<file path="src/hw/rtl/sha1sh_pkg.sv">
// Shared types and constants for the SHA-1 stream hasher.
// Used by the controller, the datapath and the top level; depends on nothing.
package sha1sh_pkg;

	localparam int unsigned ROUNDS       = 80;
	localparam int unsigned DIGEST_WORDS = 5;
	localparam int unsigned BLOCK_BYTES  = 64;
	localparam int unsigned LEN_POS      = 56;

	localparam logic [7:0] PAD_BYTE = 8'h80;

	localparam logic [31:0] IV [DIGEST_WORDS] = '{
		32'h67452301, 32'hefcdab89, 32'h98badcfe, 32'h10325476, 32'hc3d2e1f0
	};

	localparam logic [31:0] ROUND_K [4] = '{
		32'h5A827999, 32'h6ED9EBA1, 32'h8F1BBCDC, 32'hCA62C1D6
	};

	typedef enum logic [1:0] {
		SEL_DATA,
		SEL_PAD,
		SEL_ZERO,
		SEL_LEN
	} byte_sel_t;

	typedef struct packed {
		logic       push;
		byte_sel_t  sel;
		logic       load;
		logic       round;
		logic [1:0] stage;
		logic       add;
		logic       init;
		logic [2:0] out_sel;
	} sha1sh_cmd_t;

	typedef struct packed {
		logic block_full;
		logic at_len;
	} sha1sh_sts_t;

endpackage

</file>
<file path="src/hw/rtl/sha1sh_ctrl.sv">
// Controller state machine for the SHA-1 stream hasher.
// Sequences byte intake, padding, compression rounds and digest output; uses sha1sh_pkg.
module sha1sh_ctrl
	import sha1sh_pkg::*;
(
	input  logic        clk,
	input  logic        arst_n,
	input  logic        in_valid,
	input  logic        has_byte,
	input  logic        message_end,
	output logic        in_ready,
	input  logic        out_ready,
	output logic        out_valid,
	output logic [2:0]  word_index,
	output logic        last_word,
	input  sha1sh_sts_t sts,
	output sha1sh_cmd_t cmd
);

	typedef enum logic [2:0] {
		ST_IDLE,
		ST_LOAD,
		ST_ROUND,
		ST_ADD,
		ST_PAD80,
		ST_PADZ,
		ST_LEN,
		ST_OUT
	} state_t;

	localparam logic [6:0] LAST_ROUND = 7'(ROUNDS - 1);
	localparam logic [2:0] LAST_IDX   = 3'(DIGEST_WORDS - 1);

	state_t     state_q;
	state_t     ret_q;
	logic [6:0] round_q;
	logic [2:0] idx_q;

	always_comb begin
		cmd         = '0;
		cmd.sel     = SEL_DATA;
		cmd.out_sel = idx_q;
		if (round_q < 7'd20) begin
			cmd.stage = 2'd0;
		end else if (round_q < 7'd40) begin
			cmd.stage = 2'd1;
		end else if (round_q < 7'd60) begin
			cmd.stage = 2'd2;
		end else begin
			cmd.stage = 2'd3;
		end
		case (state_q)
			ST_IDLE: begin
				cmd.push = in_valid && has_byte;
			end
			ST_LOAD: begin
				cmd.load = 1'b1;
			end
			ST_ROUND: begin
				cmd.round = 1'b1;
			end
			ST_ADD: begin
				cmd.add = 1'b1;
			end
			ST_PAD80: begin
				cmd.push = 1'b1;
				cmd.sel  = SEL_PAD;
			end
			ST_PADZ: begin
				cmd.push = !sts.at_len;
				cmd.sel  = SEL_ZERO;
			end
			ST_LEN: begin
				cmd.push = 1'b1;
				cmd.sel  = SEL_LEN;
			end
			ST_OUT: begin
				cmd.init = out_ready && (idx_q == LAST_IDX);
			end
			default: begin
				cmd.push = 1'b0;
			end
		endcase
	end

	always_ff @(posedge clk or negedge arst_n) begin
		if (!arst_n) begin
			state_q <= ST_IDLE;
			ret_q   <= ST_IDLE;
			round_q <= '0;
			idx_q   <= '0;
		end else begin
			case (state_q)
				ST_IDLE: begin
					if (in_valid) begin
						if (has_byte && sts.block_full) begin
							state_q <= ST_LOAD;
							ret_q   <= message_end ? ST_PAD80 : ST_IDLE;
						end else if (message_end) begin
							state_q <= ST_PAD80;
						end
					end
				end
				ST_LOAD: begin
					round_q <= '0;
					state_q <= ST_ROUND;
				end
				ST_ROUND: begin
					if (round_q == LAST_ROUND) begin
						state_q <= ST_ADD;
					end else begin
						round_q <= round_q + 7'd1;
					end
				end
				ST_ADD: begin
					state_q <= ret_q;
				end
				ST_PAD80: begin
					if (sts.block_full) begin
						state_q <= ST_LOAD;
						ret_q   <= ST_PADZ;
					end else begin
						state_q <= ST_PADZ;
					end
				end
				ST_PADZ: begin
					if (sts.at_len) begin
						state_q <= ST_LEN;
					end else if (sts.block_full) begin
						state_q <= ST_LOAD;
						ret_q   <= ST_PADZ;
					end
				end
				ST_LEN: begin
					if (sts.block_full) begin
						state_q <= ST_LOAD;
						ret_q   <= ST_OUT;
					end
				end
				ST_OUT: begin
					if (out_ready) begin
						if (idx_q == LAST_IDX) begin
							idx_q   <= '0;
							state_q <= ST_IDLE;
						end else begin
							idx_q <= idx_q + 3'd1;
						end
					end
				end
				default: begin
					state_q <= ST_IDLE;
				end
			endcase
		end
	end

	assign in_ready   = (state_q == ST_IDLE);
	assign out_valid  = (state_q == ST_OUT);
	assign word_index = idx_q;
	assign last_word  = (idx_q == LAST_IDX);

endmodule

</file>
<file path="src/hw/rtl/sha1sh_dp.sv">
// Datapath for the SHA-1 stream hasher: block and schedule shift line, round
// registers, chaining words and message length. Uses sha1sh_pkg.
module sha1sh_dp
	import sha1sh_pkg::*;
(
	input  logic        clk,
	input  logic        arst_n,
	input  logic [7:0]  data_byte,
	input  sha1sh_cmd_t cmd,
	output sha1sh_sts_t sts,
	output logic [31:0] digest_word
);

	// The block buffer doubles as the 16-word message schedule window.
	logic [511:0] blk_q;
	logic [31:0]  a_q, b_q, c_q, d_q, e_q;
	logic [31:0]  h_q [DIGEST_WORDS];
	logic [60:0]  cnt_q;
	logic [5:0]   fill_q;

	logic [63:0] bit_len;
	logic [2:0]  len_sel;
	logic [7:0]  push_byte;
	logic [31:0] w0, w2, w8, w13, w_mix, w_next;
	logic [31:0] f_val, t_val;

	assign bit_len = {cnt_q, 3'b000};
	assign len_sel = 3'd7 - fill_q[2:0];

	always_comb begin
		case (cmd.sel)
			SEL_DATA: push_byte = data_byte;
			SEL_PAD:  push_byte = PAD_BYTE;
			SEL_ZERO: push_byte = 8'h00;
			SEL_LEN:  push_byte = bit_len[{len_sel, 3'b000} +: 8];
			default:  push_byte = 8'h00;
		endcase
	end

	assign w0     = blk_q[511:480];
	assign w2     = blk_q[447:416];
	assign w8     = blk_q[255:224];
	assign w13    = blk_q[95:64];
	assign w_mix  = w13 ^ w8 ^ w2 ^ w0;
	assign w_next = {w_mix[30:0], w_mix[31]};

	always_comb begin
		case (cmd.stage)
			2'd0:    f_val = (b_q & c_q) | (~b_q & d_q);
			2'd2:    f_val = (b_q & c_q) | (b_q & d_q) | (c_q & d_q);
			default: f_val = b_q ^ c_q ^ d_q;
		endcase
	end

	assign t_val = {a_q[26:0], a_q[31:27]} + e_q + w0 + f_val + ROUND_K[cmd.stage];

	always_ff @(posedge clk) begin
		if (cmd.push) begin
			blk_q <= {blk_q[503:0], push_byte};
		end else if (cmd.round) begin
			blk_q <= {blk_q[479:0], w_next};
		end
		if (cmd.load) begin
			a_q <= h_q[0];
			b_q <= h_q[1];
			c_q <= h_q[2];
			d_q <= h_q[3];
			e_q <= h_q[4];
		end else if (cmd.round) begin
			a_q <= t_val;
			b_q <= a_q;
			c_q <= {b_q[1:0], b_q[31:2]};
			d_q <= c_q;
			e_q <= d_q;
		end
	end

	always_ff @(posedge clk or negedge arst_n) begin
		if (!arst_n) begin
			h_q    <= IV;
			cnt_q  <= '0;
			fill_q <= '0;
		end else begin
			if (cmd.init) begin
				h_q    <= IV;
				cnt_q  <= '0;
				fill_q <= '0;
			end else begin
				if (cmd.add) begin
					h_q[0] <= h_q[0] + a_q;
					h_q[1] <= h_q[1] + b_q;
					h_q[2] <= h_q[2] + c_q;
					h_q[3] <= h_q[3] + d_q;
					h_q[4] <= h_q[4] + e_q;
				end
				if (cmd.push) begin
					fill_q <= fill_q + 6'd1;
					if (cmd.sel == SEL_DATA) begin
						cnt_q <= cnt_q + 61'd1;
					end
				end
			end
		end
	end

	assign sts.block_full = (fill_q == 6'(BLOCK_BYTES - 1));
	assign sts.at_len     = (fill_q == 6'(LEN_POS));
	assign digest_word    = h_q[cmd.out_sel];

endmodule

</file>
<file path="src/hw/rtl/sha1_stream_hasher_unit.sv">
// SHA-1 stream hasher: one message byte per word, 160-bit digest out as five words.
// Input: a byte is accepted whenever in_ready is high; every 64th byte starts a compression
// (state load, 80 rounds on one round unit, chaining add) during which input stalls.
// Message end: the pad byte, zero bytes up to the length field and the eight length bytes
// are pushed, then one or two more compressions, then five digest words. Reset clears control,
// sets the chaining words to the initial values and the length to zero; no clearing pass.
module sha1_stream_hasher_unit
	import sha1sh_pkg::*;
(
	input  logic        clk,
	input  logic        arst_n,
	input  logic        in_valid,
	output logic        in_ready,
	input  logic [7:0]  data_byte,
	input  logic        has_byte,
	input  logic        message_end,
	output logic        out_valid,
	input  logic        out_ready,
	output logic [31:0] digest_word,
	output logic [2:0]  word_index,
	output logic        last_word
);

	sha1sh_cmd_t cmd;
	sha1sh_sts_t sts;

	sha1sh_ctrl u_ctrl (
		.clk         (clk),
		.arst_n      (arst_n),
		.in_valid    (in_valid),
		.has_byte    (has_byte),
		.message_end (message_end),
		.in_ready    (in_ready),
		.out_ready   (out_ready),
		.out_valid   (out_valid),
		.word_index  (word_index),
		.last_word   (last_word),
		.sts         (sts),
		.cmd         (cmd)
	);

	sha1sh_dp u_dp (
		.clk         (clk),
		.arst_n      (arst_n),
		.data_byte   (data_byte),
		.cmd         (cmd),
		.sts         (sts),
		.digest_word (digest_word)
	);

endmodule

</file>
<file path="config.mk">
export PLATFORM = sky130hd
export DESIGN_NAME = sha1_stream_hasher_unit
export DESIGN_NICKNAME = d
export VERILOG_FILES = /design/src/hw/rtl/sha1sh_pkg.sv /design/src/hw/rtl/sha1sh_ctrl.sv /design/src/hw/rtl/sha1sh_dp.sv /design/src/hw/rtl/sha1_stream_hasher_unit.sv
export SDC_FILE = /design/constraint.sdc
export NUM_CORES = 2
export LEC_CHECK = 0
export ABC_AREA = 1
export BUFFER_PORTS_ARGS = -buffer_cell sky130_fd_sc_hd__buf_2
export CORE_ASPECT_RATIO = 0.75
export CORE_MARGIN = 2
export CORE_UTILIZATION = 39
export CTS_BUF_LIST = sky130_fd_sc_hd__clkbuf_4 sky130_fd_sc_hd__clkbuf_8 sky130_fd_sc_hd__clkbuf_16
export DETAILED_ROUTE_END_ITERATION = 7
export PLACE_DENSITY_LB_ADDON = 0.25
export SLEW_MARGIN = 15
export SYNTH_ARGS = -nofsm -noshare
export SYNTH_HDL_FRONTEND = slang
export SYNTH_SLANG_ARGS = --single-unit
</file>
<file path="constraint.sdc">
create_clock -name clk -period 42.5 [get_ports clk]
set_input_delay 4.25 -clock clk [delete_from_list [all_inputs] [get_ports clk]]
set_output_delay 4.25 -clock clk [all_outputs]
set_load 0.02 [all_outputs]
</file>
==> results.json <==
{
  "htreeDepth": 3,
  "synth-warning-count": 0,
  "hold_violations": 0,
  "die-area_sq_um": 155000,
  "slew_headroom_pct": 22.3,
  "ys_seq_area_share_pct": 44.4,
  "p_clk_share_pct": 48.7,
  "synth_ff_type": "edfxtp_1",
  "cp_cell_sequence": "buf_2 > nand2_1 > inv_1 > a21oi_1 > nand2_4 > inv_8 > nand2_4 > buf_4 > buf_4 > buf_4",
  "cts_made_buffers": 99,
  "die_w_um": 455,
  "fin_util_pct": 43.0,
  "hold_class": "flop to flop",
  "path_depth": 10,
  "core_sq_um": 151000,
  "crit_type": "input pin to flop",
  "outcome": "complete, no violations",
  "cts_tree": "done",
  "slowest_stage": "buf_4",
  "slew_violations": 0,
  "synthCells": 7730,
  "syn_area_per_cell_sq_um": 7.68,
  "grt-ovfl-total": 0,
  "ctsResizeCount": 0,
  "grt_max_degree": 244,
  "layout-drive-gt1-share_pct": 4.97,
  "clk_pin_slew_worst_paths_ns": 0.06,
  "worstPathRequired_ns": 42.83,
  "final_common_cell": "nand2_1",
  "cpMostUsedCell": "buf_4",
  "cp.arrival_ns": 9.34,
  "fin_skew_ns": 0.0296,
  "slowest_delay_ns": 0.89,
  "internal-power_mw": 1.46,
  "synth_cell_type_count": 48,
  "drv_cap": 0,
  "worstRegToRegCells": 13,
  "leakage_nw": 30.3,
  "antenna_found_initial": 5,
  "path_max_fanout": 154,
  "wire_per_inst_um": 21.4,
  "endpoint_kind": "flop",
  "synthesis.nets": 8066,
  "p_comb_share_pct": 0.4,
  "cp-start-kind": "input pin",
  "cts.sinks": 915,
  "netlist.top_cell.by_area": "edfxtp_1",
  "p_switching_mw": 0.404,
  "synth-async-reset-ratio_pct": 26.6,
  "seqPwrFrac_pct": 50.9,
  "crit-reg2reg-capture": "u_dp.blk_q[210]",
  "wl_met2_mm": 84.1,
  "synth_top_cell_area_share_pct": 34.0,
  "nets": 8013,
  "peakVddDrop_uv": 31.5,
  "portBuffers": 51,
  "routed-wl-met3_mm": 22.2,
  "worst_slack_ns": 33.49,
  "highest_layer": "met5",
  "syn_area_sq_um": 59400,
  "die_h_um": 342,
  "antenna_left": 0,
  "worstSetupEndpoint": "u_dp.blk_q[210]",
  "initial_core_util_pct": 39.5,
  "synth-edff-count": 672,
  "drtIter0Drc": 6215,
  "tightest_slew_ns": 1.17,
  "timing.rr.start": "u_dp.fill_q[0]",
  "first_global_vias": 48240,
  "startpoint": "has_byte",
  "grt_pass1_wl_mm": 309,
  "fin_setup_tns_ns": 0,
  "route.detailed.drc": 0,
  "final.fill_count": 15394,
  "placementRows": 123,
  "vias_per_cell": 5.37,
  "grt_usage_pct": 26.4,
  "syn_to_final_growth_pct": 9.09,
  "rsz0062_at_grt": "false",
  "post-dp-hpwl_mm": 157,
  "fin_cells": 9762,
  "wl_mm": 209,
  "period_share_pct": 21.2,
  "path_buf_inv": 6,
  "p_per_area_nw_per_um2": 28.8,
  "m1WireLength_mm": 96.9,
  "r2r_setup_slack_ns": 35.33,
  "setup_viol": 0,
  "clockRootBuffer": "clkbuf_16",
  "synth_seq_cells": 915,
  "clkLatencyLatePin_ns": 0.73,
  "dp_slack_ns": 32.75,
  "num_vias": 52443,
  "max_freq_ghz": 0.111,
  "placed_cells": 9576,
  "num_io_pins": 52,
  "cts_hold_buf": 0,
  "final_cell_mix": "3038 x nand2_1, 929 x inv_1, 672 x edfxtp_1, 498 x o21ai_0, 447 x nor2_1",
  "swShare_pct": 21.7,
  "crit_family": "buffers and inverters",
  "finalCriticalPeriod_ns": 9.01,
  "first_pass_iters": 6,
  "clk_path_buf_depth": 3,
  "ys_top_cells_by_area": "edfxtp_1 34%, nand2_1 19%, dfrtp_1 6.9%",
  "cts_setup_buffers": 0,
  "place.gp.congestion": 0.995
}
## worst register-to-register path, stage by stage (launching register included)
cell,delay [ns]
dfrtp_1,1.04
clkinv_1,0.16
buf_4,0.30
ha_1,0.26
nand3_1,0.08
nor2_1,0.04
inv_1,0.06
nand2_1,0.11
nand2_4,0.54
inv_8,0.51
nand2_4,0.94
buf_4,0.84
buf_4,0.94
buf_4,0.90
## cells in the mapped netlist (10+ instances only)
cell      number
a21oi_1      329
a31oi_1       11
and2_1        11
buf_1         11
buf_2        128
clkbuf_1     108
dfrtp_1      163
dfstp_2       80
edfxtp_1     672
fa_1         125
ha_1         197
inv_1        929
inv_2         12
nand2_1     3041
nand3_1      392
nand3b_1      17
nand4_1       96
nor2_1       449
nor3_1        57
nor4_1        13
o211ai_1      10
o21ai_0      498
o21ai_1       33
o21bai_1      42
o221ai_1      23
o22ai_1       70
xnor2_1      106
xor2_1        52
## cell families (layout without fill, tap and decap cells)
logic type | count (synthesis) | in the layout | synth area share (%)
AND/OR/NAND/NOR | 4100 | 4100 | 27.6
buffers and inverters | 1194 | 1224 | 7.84
AO/OA/AOI/OAI | 1041 | 1041 | 9.43
flip-flops | 915 | 915 | 44.4
adder cells (fa/ha/maj) | 322 | 322 | 8.37
XOR/XNOR | 158 | 158 | 2.33
other | 0 | 2 | 0
## worst min-delay path by stage
stage / start / endpoint / slack (ns) / depth (start not counted)
3_5_place_dp: u_ctrl.ret_q[1] / u_ctrl.ret_q[1] / 0.46 / 2
3_3_place_gp: u_ctrl.ret_q[1] / u_ctrl.ret_q[1] / 0.46 / 2
2_1_floorplan: u_ctrl.ret_q[2] / u_ctrl.ret_q[2] / 0.44 / 2
6_report: u_ctrl.ret_q[1] / u_ctrl.ret_q[1] / 0.47 / 2
5_1_grt: u_ctrl.ret_q[1] / u_ctrl.ret_q[1] / 0.49 / 2
4_1_cts: u_ctrl.ret_q[1] / u_ctrl.ret_q[1] / 0.48 / 2
## state kept, by name, summed over array words and instances (netlist names), 6 cells and up
signal and flops:
u_dp.blk_q 512, u_dp.h_q 160, u_dp.cnt_q 61, u_dp.a_q 32
u_dp.b_q 32, u_dp.c_q 32, u_dp.d_q 32, u_dp.e_q 32
u_ctrl.round_q 7, u_dp.fill_q 6
## per-stage QoR
step	hold slack [ns]	area [sq um]	total power [mW]
after floorplan	0.442	59400	0.968
after global routing	0.492	64800	1.91
after CTS	0.476	64800	1.88
after detailed placement	0.460	61500	0.975
after global placement	0.458	61500	0.975
final	0.470	64800	1.86
## power by group through the flow
| stage | clock network [mW] | registers [mW] | logic, mW |
|---|---|---|---|
| 3_5_place_dp | 0 | 0.967 | 0.00750 |
| 6_report | 0.907 | 0.949 | 0.00720 |
| 2_1_floorplan | 0 | 0.967 | 0.000124 |
| 4_1_cts | 0.922 | 0.949 | 0.00753 |
| 3_3_place_gp | 0 | 0.967 | 0.00754 |
| 5_1_grt | 0.953 | 0.949 | 0.00814 |
## metal layers
metal	vias to the layer above	GRT usage [%]
li1	24950	-
met1	25033	40.0
met2	2190	36.7
met3	268	7.33
met4	2	6.94
met5	-	0
## final cells by class
cell class | instances | area (sq um) | share of cell area, %
timing repair buffer | 96 | 628 | 0.970
clock buffer | 130 | 2800 | 4.32
clock inverter | 54 | 512 | 0.790
tap | 2000 | 2500 | 3.86
antenna | 2 | 5.00 | 0.00773
inverter | 944 | 3560 | 5.49
multi-input combinational | 5621 | 28400 | 43.9
sequential | 915 | 26400 | 40.7
Note: power is estimated with default switching activity, not from simulation.
